### src/mlbd_pkg.sv
// Package: shared widths and the configuration bundle for the mip-level downsampler.
package mlbd_pkg;

  localparam int unsigned PixW   = 8;
  localparam int unsigned PairW  = 9;
  localparam int unsigned WidthW = 12;
  localparam int unsigned HeightW = 13;
  localparam int unsigned TotalW = 23;
  localparam int unsigned EmitW  = 22;
  localparam int unsigned AddrW  = 3;
  localparam int unsigned DataW  = 32;

  localparam logic [WidthW-1:0]  WidthReset  = 12'd256;
  localparam logic [HeightW-1:0] HeightReset = 13'd256;

  // register indexes (taken from paddr[2])
  localparam logic RegWidth  = 1'b0;
  localparam logic RegHeight = 1'b1;

  // geometry handed from the register block to the datapath
  typedef struct packed {
    logic               avg;      // both dimensions even: 2x2 averaging
    logic [WidthW-1:0]  w;        // clamped width
    logic [HeightW-1:0] h;        // clamped height
    logic [TotalW-1:0]  total;    // pixels in the new level
    logic               restart;  // register write: start the image over
  } cfg_t;

endpackage

### src/mlbd_cfg.sv
// Register block: APB-style width and height registers, clamping and level size.
module mlbd_cfg #(
  parameter int unsigned MaxWidth  = 2048,
  parameter int unsigned MaxHeight = 4096
) (
  input  logic                         clk_i,
  input  logic                         rst_ni,
  input  logic                         psel,
  input  logic                         penable,
  input  logic                         pwrite,
  input  logic [mlbd_pkg::AddrW-1:0]   paddr,
  input  logic [mlbd_pkg::DataW-1:0]   pwdata,
  output logic [mlbd_pkg::DataW-1:0]   prdata,
  output logic                         pready,
  output mlbd_pkg::cfg_t               cfg_o
);

  logic [mlbd_pkg::WidthW-1:0]  width_q, width_d;
  logic [mlbd_pkg::HeightW-1:0] height_q, height_d;
  logic                         wr_en;
  logic [mlbd_pkg::WidthW-1:0]  w_c;
  logic [mlbd_pkg::HeightW-1:0] h_c;
  logic [mlbd_pkg::WidthW-2:0]  nw;
  logic [mlbd_pkg::HeightW-2:0] nh;

  assign pready = 1'b1;
  assign wr_en  = psel && penable && pwrite;

  // decode the write
  always_comb begin
    width_d  = width_q;
    height_d = height_q;
    if (wr_en) begin
      case (paddr[2])
        mlbd_pkg::RegWidth:  width_d  = pwdata[mlbd_pkg::WidthW-1:0];
        mlbd_pkg::RegHeight: height_d = pwdata[mlbd_pkg::HeightW-1:0];
        default: ;
      endcase
    end
  end

  always_ff @(posedge clk_i or negedge rst_ni) begin
    if (!rst_ni) begin
      width_q  <= mlbd_pkg::WidthReset;
      height_q <= mlbd_pkg::HeightReset;
    end else begin
      width_q  <= width_d;
      height_q <= height_d;
    end
  end

  // read back the raw register
  always_comb begin
    case (paddr[2])
      mlbd_pkg::RegWidth:  prdata = mlbd_pkg::DataW'(width_q);
      mlbd_pkg::RegHeight: prdata = mlbd_pkg::DataW'(height_q);
      default:             prdata = '0;
    endcase
  end

  // clamp to one and to the maximum size
  always_comb begin
    if (width_q == '0) begin
      w_c = mlbd_pkg::WidthW'(1);
    end else if (32'(width_q) > 32'(MaxWidth)) begin
      w_c = mlbd_pkg::WidthW'(MaxWidth);
    end else begin
      w_c = width_q;
    end
    if (height_q == '0) begin
      h_c = mlbd_pkg::HeightW'(1);
    end else if (32'(height_q) > 32'(MaxHeight)) begin
      h_c = mlbd_pkg::HeightW'(MaxHeight);
    end else begin
      h_c = height_q;
    end
  end

  // halve with a floor of one
  assign nw = (w_c[mlbd_pkg::WidthW-1:1] == '0) ? (mlbd_pkg::WidthW-1)'(1)
                                                : w_c[mlbd_pkg::WidthW-1:1];
  assign nh = (h_c[mlbd_pkg::HeightW-1:1] == '0) ? (mlbd_pkg::HeightW-1)'(1)
                                                 : h_c[mlbd_pkg::HeightW-1:1];

  assign cfg_o.avg     = !w_c[0] && !h_c[0];
  assign cfg_o.w       = w_c;
  assign cfg_o.h       = h_c;
  assign cfg_o.total   = mlbd_pkg::TotalW'(nw) * mlbd_pkg::TotalW'(nh);
  assign cfg_o.restart = wr_en;

endmodule

### config.mk
export PLATFORM = sky130hd
export DESIGN_NAME = mlbd_cfg
export DESIGN_NICKNAME = d
export VERILOG_FILES = /design/src/mlbd_pkg.sv /design/src/mlbd_cfg.sv
export SDC_FILE = /design/constraint.sdc
export NUM_CORES = 1
export LEC_CHECK = 0
export BUFFER_PORTS_ARGS = -buffer_cell sky130_fd_sc_hd__buf_2
export CORE_ASPECT_RATIO = 1.4
export CORE_MARGIN = 5
export CORE_UTILIZATION = 58
export CTS_BUF_LIST = sky130_fd_sc_hd__clkbuf_2 sky130_fd_sc_hd__clkbuf_4 sky130_fd_sc_hd__clkbuf_8
export CTS_CLUSTER_DIAMETER = 120
export DETAILED_ROUTE_END_ITERATION = 10
export PLACE_DENSITY = 0.86
export RECOVER_POWER = 25
export SLEW_MARGIN = 20
export SYNTH_ARGS = -nofsm -noshare
export SYNTH_HDL_FRONTEND = slang
export SYNTH_SLANG_ARGS = --single-unit
export TNS_END_PERCENT = 20
### constraint.sdc
create_clock -name clk_i -period 8.4 [get_ports clk_i]
set_input_delay 2.1 -clock clk_i [delete_from_list [all_inputs] [get_ports clk_i]]
set_output_delay 2.1 -clock clk_i [all_outputs]
set_load 0.005 [all_outputs]
After elaboration in Yosys (flattened, before gate mapping)
Cells that the tools add are included.
{ "classes": {"n_mul": 1, "order_cmp": 2, "mux": 7, "n_bitwise": 1, "reduce_logical": 11} }
{ "op_table": {"columns": ["operator", "count"], "rows": [
  ["$pmux 32 s2", 1],
  ["$mux 12", 3],
  ["$mux 13", 2],
  ["$logic_not 12->1", 2],
  ["$mul 11x12->23", 1],
  ["$gt 13x13->1 const B", 1],
  ["$logic_not 13->1", 1],
  ["$gt 12x12->1 const B", 1],
  ["$logic_not 11->1", 1],
  ["$mux 11", 1],
  ["$reduce_and 2->1", 2],
  ["$logic_and 1x1->1", 3],
  ["$logic_not 1->1", 2],
  ["$not 1->1", 1]
]} }
{ "word_totals": {"register_bits": 25, "output_inout_bits": 83, "elab_cells": 24} }

Logic depth before layout (Yosys ltp)
{ "depth": {"depth_word": 6, "depth_mapped": 23, "depth_no_buf": 21} }

Worst setup path before layout
No wires, ideal clock.
{ "synth_timing": {"path_type": "register to output", "start": "register height_q[12] in the netlist's numbering", "end": "output port cfg_o[18] in the netlist's numbering", "t_arrival_ns": 5.146, "required_ns": 6.300, "slack_ns": 1.154, "path_stages_with_launch": 21, "path_buffers": 1, "cell_sequence": "dfrtp_1 inv_1 clkbuf_1 nand2_1 clkinv_1 nand2_1 fa_1 inv_1 fa_1 fa_1 fa_1 inv_1 fa_1 inv_1 ha_1 a211o_1 o211ai_1 a21oi_1 a311oi_2 a21oi_1 xor2_1"} }
{ "synth_lines": {"columns": ["item", "line", "rtl"], "rows": [
  ["start: declaration", "mlbd_cfg.sv:19", "logic [mlbd_pkg::HeightW-1:0] height_q, height_d;"],
  ["start signal: assignment", "mlbd_cfg.sv:45", "height_q <= mlbd_pkg::HeightReset;"],
  ["start signal: assignment", "mlbd_cfg.sv:48", "height_q <= height_d;"],
  ["end: declaration", "mlbd_cfg.sv:15", "output mlbd_pkg::cfg_t cfg_o"]
]} }

==> run metrics <==
status completed; Inserted Diodes 0; Multi-input gate area between 4000 and 5000 sq um; initial antenna violation count 0; row count 43; Cell Area, Synth about 5800 sq um; Area Overhead vs Synth 10.5%; area leader, netlist fa_1; met3 Use GR ~2.3%; nets about 950; Max Buffers Root-to-Sink 2; DRC violations left 0; maximum vdd drop about 0.18 mV; RSZ-0062 raised after global routing yes; Die Area between 10000 and 15000 sq um; post-CTS setup repair buffer count 0; Crit. End Element output pin; final non-filler cell total 891; EDFF count, synth 0; Initial Utilization 58.8%; Max-slew headroom 14.0%; most frequent cells in the layout inv_1, fa_1, nand2_1; Cell Area, Placed 6310 sq um; Vias/cell roughly 5.5; Reg2Reg Setup Slack 7.38 ns; DR pass1 iterations 5; worst-skew pair later-pin latency 0.26 ns; setup TNS 0 ns; global-route met2 utilization 45.5%; sequential fraction of the synthesis area 10.9%; Worst EP required about 6.3 ns; worst slew pin tran around 1.3 ns; Worst EP arrival 6.06 ns; Yosys reg bits 25; Power Dens Cells 284 nW/um^2; Mapped Cells 673; Reg-to-Reg Start height_q[12]; Final ANT Viol Nets 0; CP bufs+invs 6; GRT busiest layer met2; slowest CP cell fa_1; Max Freq 123 MHz; startpoint types register; CTS tree yes; Total Routing Usage GR between 20 and 25%; Util after Layout 65.0%; Reg clk slew, reported paths 0.08 ns; Final Cell Area 6370 sq um; Filler Cells Inserted around 800; Hold Slack 0.533 ns; pin count of the biggest net entering global routing 26; Static Leakage 0.00348 uW; Final Critical Period 8.16 ns; Hold Startpoint width_q[0]; Max Cap Viol 0; cell mode on critical path fa_1; synth top area cells fa_1, ha_1, dfrtp_1; Largest delay share family, worst path adder cells; WL per Instance 16.2 microns; grt ovf 0; global-route wire length before repair between 20 and 25 mm; overall routed net length 14.4 mm; syn_area_per_cell 8.56 sq um; CTS root buf clkbuf_8; post-route clock skew 0 ns; most common cell after layout, fill and taps aside inv_1; Yosys warnings 0; boundary pin count roughly 120; Worst Hold Depth 1; initial detailed-routing violation count 243; Post-Place Cells 887; worst r2r dst height_q[12]; Final setup violation count 0; Die W 94.2 microns; Post-DP HPWL 12.2 mm; fraction of layout cells with a size suffix above 1 19.6%; worst path cell trace clkinvlp_4 > nand2_1 > clkinv_1 > nand2_1 > fa_1 > inv_1 > fa_1 > fa_1 > fa_1 > inv_1 > fa_1 > inv_1 > ha_1 > a21oi_1 > nor2b_1 > a211oi_1 > a21oi_1 > o22ai_1 > xnor2_1 > buf_2; HP Class register to register; Netlist cell types 45; Core ar. 9790 sq um; Post-synth ARST share 100%; top cell type's share of synthesized area around 31%; DR vias 4927; vias in the first global route 5245; fin. max-slew vios 0; fin crit share 97.1%; placer congestion estimate 0.932; CP peak stage delay around 0.52 ns; Clock Sinks 25; main flop type after synthesis dfrtp_1; critical path class register to output pin; worst-path fanout max 16; GR met1 Demand/Resource 27.8%; Die Height about 130 microns; worst hold path endpoint width_q[0]; worst setup path startpoint height_q[12]; H-Tree Depth 1; # port buffers 81; Hold Violations, Final 0; Reg area 629 sq um; TritonCTS buffer count 3; reg2reg path depth 2
[flip-flops by register name, summed over array words and instances, names as in the netlist]
name	cells
width_q	12
height_q	13
[cells by family (layout without fill, tap and decap cells)]
group / after synthesis / after routing / share of synthesized area (%)
xor gates and xnor gates: 16 / 16 / 2.43
buffers and inverters: 181 / 246 / 13.2
AOI/OAI and AO/OA: 57 / 57 / 6.65
DFF: 25 / 25 / 10.9
adders and majority gates: 150 / 150 / 44.2
muxes: 36 / 36 / 7.02
other: 2 / 20 / 0.130
and+or+nand+nor: 206 / 206 / 15.4
[cell type report]
class,count,share of cell area [%]
clock buffers,4,0.767
inverters,144,8.61
multi-input cells,485,69.7
flip-flops and latches,25,9.89
well taps,135,2.65
repair buffers,98,8.35
[report_power, final]
group	internal, uW	switching, uW	total (uW)
sequential	149	33.6	182
clock	37.1	36.0	73.1
combinational	657	895	1550
total	843	964	1810
[how the worst max path moves through the flow]
stage / to / slack [ns] / cells past startpoint
after floorplan: cfg_o[18] / 1.15 / 20
after global placement: cfg_o[22] / 0.64 / 20
after detailed placement: cfg_o[22] / 0.47 / 20
after CTS: cfg_o[22] / 0.16 / 20
after global routing: cfg_o[23] / -0.005 / 20
final: cfg_o[23] / 0.24 / 20
[stage by stage]
step                total power, uW  setup WS [ns]
floorplan                      1230           1.15
global placement               1650          0.639
detailed placement             1720          0.472
CTS                            1810          0.159
global route                   2000       -0.00492
finish                         1810          0.240
[synth_stat cells, types with 6 or more instances]
library cell / count
fa_1: 89
buf_4: 21
nand2b_1: 14
a21o_1: 6
xor2_1: 7
ha_1: 61
a21oi_1: 18
and2_1: 6
clkinv_1: 14
nand2_1: 88
inv_1: 130
o21ai_0: 8
clkbuf_1: 12
dfrtp_1: 23
nand3_1: 6
mux2_2: 35
xnor2_1: 9
nor2_1: 73
[per-layer routing]
metal  up-vias  part of all wire [%]
met3        57                   6.7
met4         0                   3.9
met2       249                    54
li1       2210                     -
met5         -                     0
met1      2411                    36
[worst register-to-register path, stage by stage (launching register included)]
cell and delay (ns):
dfrtp_1 0.42, buf_4 0.20, mux2_2 0.28
[repair_timing]
action	4_1_cts	5_1_grt
endpoints found under the setup margin	0	5
hold buffers	0	0
gates resized for setup	0	4
(Power assumes the default switching activity.)
